===== src/hdl/cha_pkg.sv =====
package cha_pkg;

   localparam int SLOTS_PER_CHUNK    = 32;
   localparam int MAX_CHUNKS         = 8;
   localparam int KERNEL_HANDLE_BITS = 16;

   localparam int TABLE_SLOTS     = 256;
   localparam int HANDLE_BITS     = 8;
   localparam int KERNEL_OUT_BITS = 16;
   localparam int KERNEL_IN_BITS  = 16;
   localparam int RESERVED_SLOTS  = 3;

   // used marks are kept as rows of a fixed width, independent of the chunk size
   localparam int ROW_BITS     = 32;
   localparam int ROWS         = TABLE_SLOTS / ROW_BITS;
   localparam int ROW_IDX_BITS = $clog2(ROWS);
   localparam int BIT_IDX_BITS = $clog2(ROW_BITS);

   localparam int ACT_BITS = $clog2(MAX_CHUNKS + 1);
   localparam int LIM_BITS = ACT_BITS + $clog2(TABLE_SLOTS + 1);

   typedef enum logic [1:0] {
      CMD_ALLOC = 2'd0,
      CMD_FREE  = 2'd1,
      CMD_SET   = 2'd2,
      CMD_GET   = 2'd3
   } cmd_type;

   typedef enum logic [1:0] {
      STATUS_OK      = 2'd0,
      STATUS_FULL    = 2'd1,
      STATUS_INVALID = 2'd2
   } status_type;

   typedef struct packed {
      logic                   start;
      logic                   commit;
      cmd_type                cmd;
      logic [HANDLE_BITS-1:0] handle;
   } used_req_type;

   typedef struct packed {
      logic                   granted;
      logic [HANDLE_BITS-1:0] grant;
      logic                   in_range;
   } used_rsp_type;

   function automatic logic [ROW_BITS-1:0] row_reset(input logic [ROW_IDX_BITS-1:0] row);
      logic [ROW_BITS-1:0] val;
      val = '0;
      if (row == '0) begin
         val = ROW_BITS'((1 << RESERVED_SLOTS) - 1);
      end
      return val;
   endfunction

   function automatic logic [KERNEL_OUT_BITS-1:0] kmap_reset(input logic [HANDLE_BITS-1:0] h);
      logic [KERNEL_OUT_BITS-1:0] val;
      val = '0;
      if (int'(h) < RESERVED_SLOTS) begin
         val = KERNEL_OUT_BITS'(h);
      end
      return val;
   endfunction

endpackage


===== src/hdl/cha_used_table.sv =====
module cha_used_table (
   input  logic                  clock,
   input  logic                  reset,
   input  cha_pkg::used_req_type req,
   output cha_pkg::used_rsp_type rsp
);

   localparam int RB = cha_pkg::ROW_BITS;
   localparam int RI = cha_pkg::ROW_IDX_BITS;
   localparam int BI = cha_pkg::BIT_IDX_BITS;
   localparam int HB = cha_pkg::HANDLE_BITS;
   localparam int LB = cha_pkg::LIM_BITS;
   localparam int AB = cha_pkg::ACT_BITS;

   logic [RB-1:0] used_mem [cha_pkg::ROWS];

   logic [AB-1:0]             active_ff, active_in;
   logic [cha_pkg::ROWS-1:0]  full_ff, row_vld_ff;
   logic [RB-1:0]             rd_row_ff;
   logic                      rd_vld_ff;
   logic [RI-1:0]             row_sel_ff;
   logic                      cand_ff;
   cha_pkg::cmd_type          cmd_ff;
   logic [HB-1:0]             handle_ff;

   logic [LB-1:0] limit;
   logic          cand;
   logic [RI-1:0] cand_row;
   logic [RI-1:0] rd_addr;

   logic [RB-1:0] row_cur, beyond, masked;
   logic [BI-1:0] free_bit;
   logic          hit, can_grow, granted, in_range;
   logic [HB-1:0] grant;
   logic          wr_en;
   logic [RI-1:0] wr_row;
   logic [RB-1:0] wr_data;

   assign limit = LB'(active_ff) * LB'(cha_pkg::SLOTS_PER_CHUNK);

   // lowest row with room that starts below the active limit
   always_comb begin
      cand     = 1'b0;
      cand_row = '0;
      for (int r = cha_pkg::ROWS - 1; r >= 0; r--) begin
         if (!full_ff[r] && (LB'(r * RB) < limit)) begin
            cand     = 1'b1;
            cand_row = RI'(r);
         end
      end
   end

   assign rd_addr = (req.cmd == cha_pkg::CMD_ALLOC) ? cand_row : req.handle[HB-1 -: RI];

   always_comb begin
      row_cur = rd_vld_ff ? rd_row_ff : cha_pkg::row_reset(row_sel_ff);
      for (int b = 0; b < RB; b++) begin
         beyond[b] = (LB'({row_sel_ff, BI'(b)}) >= limit);
      end
      masked   = row_cur | beyond;
      free_bit = '0;
      for (int b = RB - 1; b >= 0; b--) begin
         if (!masked[b]) begin
            free_bit = BI'(b);
         end
      end
   end

   assign hit      = cand_ff && (masked != '1);
   assign can_grow = (active_ff < AB'(cha_pkg::MAX_CHUNKS)) &&
                     (limit < LB'(cha_pkg::TABLE_SLOTS));
   assign granted  = hit || can_grow;
   assign grant    = hit ? {row_sel_ff, free_bit} : limit[HB-1:0];
   assign in_range = LB'(handle_ff) < limit;

   // when growing, the row read (if any) is the one holding the new chunk's first slot
   always_comb begin
      wr_en   = 1'b0;
      wr_row  = handle_ff[HB-1 -: RI];
      wr_data = row_cur & ~(RB'(1) << handle_ff[BI-1:0]);
      if (cmd_ff == cha_pkg::CMD_ALLOC) begin
         wr_en   = req.commit && granted;
         wr_row  = grant[HB-1 -: RI];
         wr_data = (cand_ff ? row_cur : '0) | (RB'(1) << grant[BI-1:0]);
      end else if (cmd_ff == cha_pkg::CMD_FREE) begin
         wr_en = req.commit && in_range;
      end
   end

   assign active_in = (req.commit && (cmd_ff == cha_pkg::CMD_ALLOC) && !hit && can_grow) ?
                      active_ff + AB'(1) : active_ff;

   always_ff @(posedge clock) begin
      if (reset) begin
         active_ff  <= AB'(1);
         full_ff    <= '0;
         row_vld_ff <= '0;
         rd_vld_ff  <= 1'b0;
         cand_ff    <= 1'b0;
      end else begin
         active_ff <= active_in;
         if (req.start) begin
            rd_vld_ff <= row_vld_ff[rd_addr];
            cand_ff   <= cand;
         end
         if (wr_en) begin
            row_vld_ff[wr_row] <= 1'b1;
            full_ff[wr_row]    <= &wr_data;
         end
      end
   end

   always_ff @(posedge clock) begin
      if (req.start) begin
         rd_row_ff  <= used_mem[rd_addr];
         row_sel_ff <= rd_addr;
         cmd_ff     <= req.cmd;
         handle_ff  <= req.handle;
      end
      if (wr_en) begin
         used_mem[wr_row] <= wr_data;
      end
   end

   assign rsp.granted  = granted;
   assign rsp.grant    = grant;
   assign rsp.in_range = in_range;

endmodule


===== src/hdl/chunked_handle_allocator_top.sv =====
// chunked handle allocator
// req channel carries one command item: allocate, free, set or get a kernel
// handle for a process handle. rsp channel returns exactly one item per
// command with the granted or echoed handle, the kernel handle read by get
// and a status (ok, table full, handle in an inactive chunk).
// on each item the accept cycle issues the reads of the used-mark row and
// the kernel map entry, and the execute state applies the search or update
// to the read data and writes it back; the reads of these two memories are
// registered, and one item is worked on at a time.
// the result sits in an output register, so a new item is taken while the
// previous result still waits; if the receiver stalls longer, the block holds
// the finished item in its execute state and takes nothing new.
// reset makes chunk 0 active with handles 0 to 2 in use and mapped to kernel
// handles 0 to 2; per-entry valid bits stand in for clearing the memories, so
// the block is ready at once.
module chunked_handle_allocator_top (
   input  logic        clock,
   input  logic        reset,
   input  logic        req_valid,
   output logic        req_ready,
   input  logic [1:0]  req_cmd,
   input  logic [7:0]  req_handle,
   input  logic [15:0] req_kernel_value,
   output logic        rsp_valid,
   input  logic        rsp_ready,
   output logic [7:0]  rsp_handle_out,
   output logic [15:0] rsp_kernel_out,
   output logic [1:0]  rsp_status
);

   localparam int KB = cha_pkg::KERNEL_HANDLE_BITS;
   localparam int HB = cha_pkg::HANDLE_BITS;
   localparam int OB = cha_pkg::KERNEL_OUT_BITS;

   typedef enum logic {
      S_IDLE,
      S_EXEC
   } state_type;

   state_type state_ff, state_in;
   logic      rsp_valid_ff, rsp_valid_in;
   logic [HB-1:0]      rsp_handle_ff, rsp_handle_in;
   logic [OB-1:0]      rsp_kernel_ff, rsp_kernel_in;
   cha_pkg::status_type rsp_status_ff, rsp_status_in;

   cha_pkg::cmd_type cmd_ff;
   logic [HB-1:0]    handle_ff;
   logic [KB-1:0]    kv_ff;

   logic [KB-1:0] kmap_mem [cha_pkg::TABLE_SLOTS];
   logic [cha_pkg::TABLE_SLOTS-1:0] k_vld_ff;
   logic [KB-1:0] k_rd_ff;
   logic          k_rd_vld_ff;

   logic accept, commit, set_we;
   logic [31:0] kv_wide, k_rd_wide;

   cha_pkg::used_req_type used_req;
   cha_pkg::used_rsp_type used_rsp;

   assign req_ready = (state_ff == S_IDLE);
   assign accept    = req_valid && req_ready;
   assign commit    = (state_ff == S_EXEC) && (!rsp_valid_ff || rsp_ready);

   assign used_req.start  = accept;
   assign used_req.commit = commit;
   assign used_req.cmd    = cha_pkg::cmd_type'(req_cmd);
   assign used_req.handle = req_handle;

   cha_used_table u_used (
      .clock (clock),
      .reset (reset),
      .req   (used_req),
      .rsp   (used_rsp)
   );

   assign kv_wide   = {16'b0, req_kernel_value};
   assign k_rd_wide = 32'(k_rd_ff);
   assign set_we    = commit && (cmd_ff == cha_pkg::CMD_SET) && used_rsp.in_range;

   always_ff @(posedge clock) begin
      if (accept) begin
         cmd_ff    <= cha_pkg::cmd_type'(req_cmd);
         handle_ff <= req_handle;
         kv_ff     <= kv_wide[KB-1:0];
         k_rd_ff   <= kmap_mem[req_handle];
      end
      if (set_we) begin
         kmap_mem[handle_ff] <= kv_ff;
      end
   end

   always_ff @(posedge clock) begin
      if (reset) begin
         k_vld_ff    <= '0;
         k_rd_vld_ff <= 1'b0;
      end else begin
         if (accept) begin
            k_rd_vld_ff <= k_vld_ff[req_handle];
         end
         if (set_we) begin
            k_vld_ff[handle_ff] <= 1'b1;
         end
      end
   end

   always_comb begin
      state_in      = state_ff;
      rsp_valid_in  = rsp_valid_ff && !rsp_ready;
      rsp_handle_in = rsp_handle_ff;
      rsp_kernel_in = rsp_kernel_ff;
      rsp_status_in = rsp_status_ff;
      unique case (state_ff)
         S_IDLE: begin
            if (accept) begin
               state_in = S_EXEC;
            end
         end
         S_EXEC: begin
            if (commit) begin
               state_in      = S_IDLE;
               rsp_valid_in  = 1'b1;
               rsp_handle_in = handle_ff;
               rsp_kernel_in = '0;
               rsp_status_in = cha_pkg::STATUS_OK;
               if (cmd_ff == cha_pkg::CMD_ALLOC) begin
                  if (used_rsp.granted) begin
                     rsp_handle_in = used_rsp.grant;
                  end else begin
                     rsp_handle_in = '0;
                     rsp_status_in = cha_pkg::STATUS_FULL;
                  end
               end else if (!used_rsp.in_range) begin
                  rsp_status_in = cha_pkg::STATUS_INVALID;
               end else if (cmd_ff == cha_pkg::CMD_GET) begin
                  rsp_kernel_in = k_rd_vld_ff ? k_rd_wide[OB-1:0] :
                                  cha_pkg::kmap_reset(handle_ff);
               end
            end
         end
         default: state_in = S_IDLE;
      endcase
   end

   always_ff @(posedge clock) begin
      if (reset) begin
         state_ff     <= S_IDLE;
         rsp_valid_ff <= 1'b0;
      end else begin
         state_ff      <= state_in;
         rsp_valid_ff  <= rsp_valid_in;
         rsp_handle_ff <= rsp_handle_in;
         rsp_kernel_ff <= rsp_kernel_in;
         rsp_status_ff <= rsp_status_in;
      end
   end

   assign rsp_valid      = rsp_valid_ff;
   assign rsp_handle_out = rsp_handle_ff;
   assign rsp_kernel_out = rsp_kernel_ff;
   assign rsp_status     = rsp_status_ff;

   a_accept_to_exec: assert property (@(posedge clock) disable iff (reset)
      accept |=> (state_ff == S_EXEC) && !req_ready)
      else $error("accepted item did not move to execute");

   a_commit_loads_rsp: assert property (@(posedge clock) disable iff (reset)
      commit |=> rsp_valid_ff)
      else $error("finished item not presented on rsp");

   a_full_zero: assert property (@(posedge clock) disable iff (reset)
      (rsp_valid_ff && (rsp_status_ff == cha_pkg::STATUS_FULL)) |->
         (rsp_handle_ff == '0) && (rsp_kernel_ff == '0))
      else $error("table full result carries a handle or kernel value");

   a_invalid_zero: assert property (@(posedge clock) disable iff (reset)
      (rsp_valid_ff && (rsp_status_ff == cha_pkg::STATUS_INVALID)) |->
         (rsp_kernel_ff == '0))
      else $error("invalid handle result carries a kernel value");

endmodule

===== config.mk =====
export PLATFORM = sky130hd
export DESIGN_NAME = chunked_handle_allocator_top
export DESIGN_NICKNAME = d
export VERILOG_FILES = /design/src/hdl/cha_pkg.sv /design/src/hdl/cha_used_table.sv /design/src/hdl/chunked_handle_allocator_top.sv
export SDC_FILE = /design/constraint.sdc
export NUM_CORES = 2
export LEC_CHECK = 0
export BUFFER_PORTS_ARGS = -buffer_cell sky130_fd_sc_hd__buf_4
export CORE_MARGIN = 3
export CORE_UTILIZATION = 50
export CTS_BUF_LIST = sky130_fd_sc_hd__clkbuf_2
export DETAILED_ROUTE_END_ITERATION = 7
export GPL_ROUTABILITY_DRIVEN = 0
export PLACE_DENSITY = 0.64
export SLEW_MARGIN = 10
export SYNTH_ARGS = -nofsm -noshare
export SYNTH_HDL_FRONTEND = slang
export SYNTH_HIERARCHICAL = 1
export SYNTH_MEMORY_MAX_BITS = 65536
export SYNTH_SLANG_ARGS = --single-unit

===== constraint.sdc =====
create_clock -name clock -period 7.5 [get_ports clock]
set_input_delay 1.125 -clock clock [delete_from_list [all_inputs] [get_ports clock]]
set_output_delay 1.125 -clock clock [all_outputs]
set_load 0.03 [all_outputs]

### Yosys cells after proc, flatten, opt, wreduce, memory -nomap -nowiden

Memory sizes are Yosys's and may differ from the RTL's. A register that Yosys moved wholly into a read port is not among the register bits.
Index checks and enable logic that the tools add are counted.

| cells by class | value |
|---|---|
| div/mod/pow operators | 0 |
| shift-type cells | 2 |
| mux-type cells | 82 |
| reductions and logical operators | 41 |
| magnitude comparators | 50 |
| eq/ne operators | 4 |
| multipliers | 0 |
| bitwise gates (word level) | 10 |
| add/sub/neg operators | 1 |

Operators by type and width:

| cell | count |
|---|---|
| greater-or-equal comparator 8 x 9 -> 1 bit | 32 |
| bitwise OR 256 bit | 1 |
| 2-to-1 mux 5 bit | 32 |
| 2-to-1 mux 32 bit | 3 |
| bitwise OR 32 bit | 2 |
| left shift 1 x 5 -> 32 bit, first input constant | 2 |
| < comparator 8 x 9 -> 1 bit, first input constant | 4 |
| 2-to-1 mux 3 bit | 11 |
| AND 32 bit | 1 |
| 2-to-1 mux 8 bit | 4 |
| inequality test 32 bit, second input constant | 1 |
| inverter 32 bit | 1 |
| AND reduction 32 bit | 1 |
| 2-to-1 mux 1 bit | 23 |
| logical AND 1 bit | 22 |
| < comparator 7 x 9 -> 1 bit, first input constant | 2 |
| < comparator 8 x 9 -> 1 bit, second input constant | 2 |
| 2-to-1 mux 16 bit | 1 |
| logical NOT 1 bit | 11 |
| < comparator 1 x 9 -> 1 bit, first input constant | 1 |
| < comparator 6 x 9 -> 1 bit, first input constant | 1 |
| < comparator 8 x 9 -> 1 bit | 1 |
| < comparator 9 bit, second input constant | 1 |
| binary-select mux 1 bit (select 8 bit) | 1 |
| other kinds (21) | 29 |

| word-level totals | value |
|---|---|
| bits of input ports | 30 |
| output and inout port bits | 28 |
| memories kept | 2 |
| bits in writable memories | 4352 |
| latch bits | 0 |
| register bits | 336 |
| memory bits (read-only) | 0 |
| logic and storage cells | 208 |

Memory list:

| memory | words | width | read ports | clocked after memory_dff | wr ports | RTL line | text |
|---|---|---|---|---|---|---|---|
| kmap_mem | 256 | 16 | 1 | 1 | 1 | chunked_handle_allocator_top.sv:50 | `logic [KB-1:0] kmap_mem [cha_pkg::TABLE_SLOTS];` |
| u_used.used_mem | 8 | 32 | 1 | 1 | 1 | cha_used_table.sv:15 | `logic [RB-1:0] used_mem [cha_pkg::ROWS];` |

### Depth between registers and ports, before layout

| logic depth | value |
|---|---|
| depth in word-level cells | 43 |
| gate-level depth with buffers | 15 |
| mapped depth without buffers | 12 |

### Hierarchy

The synthesis kept the hierarchy.

Modules (own cells, without submodules):

| module | instances | cells each | seq. area each (µm²) | area each (µm²) |
|---|---|---|---|---|
| chunked_handle_allocator_top | 1 | 7470 | 130224.9 | 168441.5 |
| cha_used_table | 1 | 1300 | 9479.1 | 14491.4 |

### Worst setup path after synthesis

OpenSTA, ideal clock, no wires.

| path | value |
|---|---|
| path type | reg-to-reg |
| start point | reg u_used.active_ff[2] |
| end point | reg u_used/full_ff[0] (netlist bit) |
| slack | 2086 ps |
| data required time | 7375 ps |
| arrival | 5289 ps |
| buffers on the path | 1 |
| library setup time | 125 ps |
| clock period less this slack | 5414 ps |
| stages on the path, launching flop included | 13 |
| cell sequence | dfxtp_1 > clkbuf_1 > inv_1 > ha_1 > nor2_1 > a211o_1 > nand2_1 > a21oi_2 > mux2_2 > mux2_2 > nor3_1 > or3b_2 > o21ai_1 |

RTL lines:

| element | RTL line | text |
|---|---|---|
| from (decl) | cha_used_table.sv:17 | `logic [AB-1:0] active_ff, active_in;` |
| from (signal assigned) | cha_used_table.sv:101 | `active_ff <= active_in;` |
| to (signal, indexed assignment) | cha_used_table.sv:108 | `full_ff[wr_row] <= &wr_data;` |
| to (decl) | cha_used_table.sv:18 | `logic [cha_pkg::ROWS-1:0] full_ff, row_vld_ff;` |

==> out/qor.yml <==
worst_setup_path:
  end_kind: "flip-flop"
  ff2ff_path_depth: 9
  crit_slowest_cell: "nor2_2"
  cp_num_buf_inv: 1
  path_cells: "inv_1 > ha_1 > a21boi_0 > o21ai_0 > nand2_1 > nor4_2 > and3b_1 > nand3_1 > nor2_2"
  critical-path-top-delay-family: "simple AND/OR/NAND/NOR gates"
  worstPathMaxFanout: 16
  cpPeakStageDelay_ns: 1.12
  arrival_ns: 7.61
  worstPathRequired_ns: 9.20
  critical_path_depth: 9
  setup.worst_path.class: "reg -> reg"
  critPathLaunchType: "flip-flop"
clock_network:
  clk_pin_slew_worst_paths_ns: 0.10
  htree_levels: 7
  cts_sinks: 4746
  cts_tree: "yes"
  ctsRootBufferMaster: "clkbuf_2"
  post_cts.repair.setup_buffers: 0
  clock_latency_ns: 2.24
  cts.repair.resized: 0
  cts_buffers: 1227
  cts_buffer_depth: 5
detailed_routing:
  vias: 96300
  drc: 0
  wirelength_um: 477000
  wl_per_cell_um: 30.6
  detail-route-antenna-nets: 0
  drtIter0Drc: 12300
  drt-vias-per-instance: 6.18
  first_pass_iters: 7
layout:
  final_nets: 10000
  drive_gt1_share_pct: 34.8
  areaGrowthSynthToFinish_pct: 10.5
yosys:
  netlist_area_um2: 183000
  synth_cells: 8770
  synth_common_cells: "edfxtp_1 (4465), mux4_2 (1336), nor2_1 (611)"
  synth_warnings: 6
  yosysMostFrequentCell: "edfxtp_1"
  yosysTopAreaCellShare_pct: 73.3
  syn_nets: 8807
  yosys.area.top_type: "edfxtp_1"
  synth_edf_count: 4465
  syn_avg_cell_area_um2: 20.9
  async_flop_share_pct: 0
  ys.flop_type: "edfxtp_1"
  yosysUniqueCellTypes: 81
  synth_seq_area_share_pct: 76.4
  synth_area_leaders: "edfxtp_1 (73%), mux4_2 (16%), dfxtp_1 (3.1%)"
  ys_seq_elements: 4746
power:
  switching_share_pct: 24.3
  ir_worst_vdd_mv: 0.159
  power.leakage_nw: 65.5
  power_switching_mw: 11.8
  p_int_mw: 36.6
  pwr-share-comb_pct: 5.6
  p_per_area_nw_per_um2: 240
  p_clk_share_pct: 34.3
  pwr-share-seq_pct: 60.1
timing:
  finalCriticalPeriod_ns: 5.91
  finClkSkew_ns: 0.248
  maxSlewHeadroom_pct: 6.89
  fin_ws_ns: 1.59
  tightest_slew_ns: 1.39
  rsz0062_at_grt: "no"
  finalHoldViolations: 0
  slew_viol_final: 0
  setup_violations: 0
  max_freq_ghz: 0.169
  min_period_over_period_pct: 78.8
  tns_ns: 0
grt:
  grt_overflow: 0
  grt_start_max_net_pins: 210
  antenna_found_initial: 22
  grt_pass1_wl_um: 688000
  grt_pass1_vias: 98600
  grt_usage_pct: 25.9
min_path:
  holdCritPathClass: "in -> reg"
  whs_path_depth: 3
floorplan:
  rows: 221
  dieArea_um2: 373000
  ios: 58
  core_area_um2: 363000
  die_y_um: 611
  start_util_pct: 50.3
  die_width_um: 611
status:
  status: "completed"
place:
  dp_hpwl_um: 267000
  place_ws_ns: 1.91
  numPortBuffers: 57
run:
  max_cap_viol_count: 0
[what timing repair did]
action                                  4_1_cts  5_1_grt
endpoints found under the setup margin        0        0
hold buffers                                 65        0
endpoints found under the hold margin       416        0
[placed cells by master, fill, tap and decap left out, types with 13 or more instances in the layout]
cell and n:
edfxtp_1 4465, clkbuf_2 1703, mux4_2 1336, nor2_1 531, buf_4 417, nand2_1 393
a21oi_1 324, dfxtp_1 281, clkinv_1 205, nand3_1 192, a22oi_1 144, o21ai_0 76
nor2_2 70, dlygate4sd3_1 64, buf_12 44, inv_1 29, o211ai_1 29, and2_1 26
inv_2 25, nand2b_1 24, diode_2 23, clkinv_2 22, or4_1 19, nor2b_1 19
nand4_1 19, mux2i_1 19, bufinv_16 18, nor3_1 17, nor3_2 13, mux2_2 13
[per-layer routing]
metal / wire length [um] / vias up / track usage (%) / part of all wire, %
li1: - / 39400 / - / -
met1: 185000 / 50500 / 35.7 / 39
met2: 230000 / 5546 / 40.2 / 48
met3: 48400 / 775 / 6.76 / 10
met4: 14100 / 4 / 9.74 / 3.0
met5: 27 / - / 0 / 0.0057
[path summary, 6_finish.rpt]
check                            from                end  slack (ns)
hold reg to reg          k_vld_ff[37]       k_vld_ff[37]        0.47
setup reg to reg  u_used/active_ff[2]  kmap_mem[209][15]        1.59
hold / removal    req_kernel_value[6]           kv_ff[6]        0.31
setup / recovery  u_used/active_ff[2]  kmap_mem[209][15]        1.59
[cell families (layout without fill, tap and decap cells)]
family,after synthesis,after routing,synth area share [%]
DFF,4746,4746,76.4
and+or+nand+nor,1421,1421,3.42
muxes,1368,1368,16.6
AOI/OAI and AO/OA,671,671,2.23
buffers and inverters,555,2541,1.29
adders and majority gates,7,7,0.0479
xor gates and xnor gates,2,2,0.00958
other,0,23,0
[worst reg2reg max path: stages, from the launching register on]
cell	delay [ns]
dfxtp_1	0.51
inv_1	0.16
ha_1	0.30
a21boi_0	0.15
o21ai_0	0.38
nand2_1	0.15
nor4_2	1.05
and3b_1	0.76
nand3_1	0.90
nor2_2	1.14
[power by group through the flow]
stage,Combinational [mW],Sequential [mW],Clock [mW]
after floorplan,1.44,30.0,0
after global placement,2.62,29.7,0
after detailed placement,2.67,29.7,0
after CTS,2.71,29.1,17.1
after global routing,2.84,29.1,18.5
final,2.69,29.1,16.6
[per-stage QoR]
step	total power, mW	instances	cell area [um^2]	hold WS, ns	utilization [%]
floorplan	31.4	8770	183000	0.431	-
global placement	32.3	13500	191000	0.441	52.6
detailed placement	32.4	13500	191000	0.450	52.6
CTS	48.9	15500	202000	0.0142	55.6
global route	50.5	15600	202000	0.0446	55.6
finish	48.4	15600	202000	0.307	55.6
[state kept, by name (all words and copies together), names as in the netlist, 16 cells and up]
signal	flops
k_vld_ff	256
u_used/rd_row_ff	32
k_rd_ff	16
rsp_kernel_out	16
u_used/used_mem	256
kv_ff	16
kmap_mem	4096
[area by class of cell]
| type | instances | area [um^2] |
|---|---|---|
| diodes | 23 | 57.6 |
| flip-flops and latches | 4746 | 140000 |
| fillers | 27700 | 161000 |
| multi-input cells | 3469 | 41300 |
| repair buffers | 532 | 4790 |
| clock inverters | 272 | 1540 |
| inverters | 34 | 133 |
| clock buffers | 1703 | 8520 |
| well taps | 4794 | 6000 |
Power figures use the tool's default switching activity.
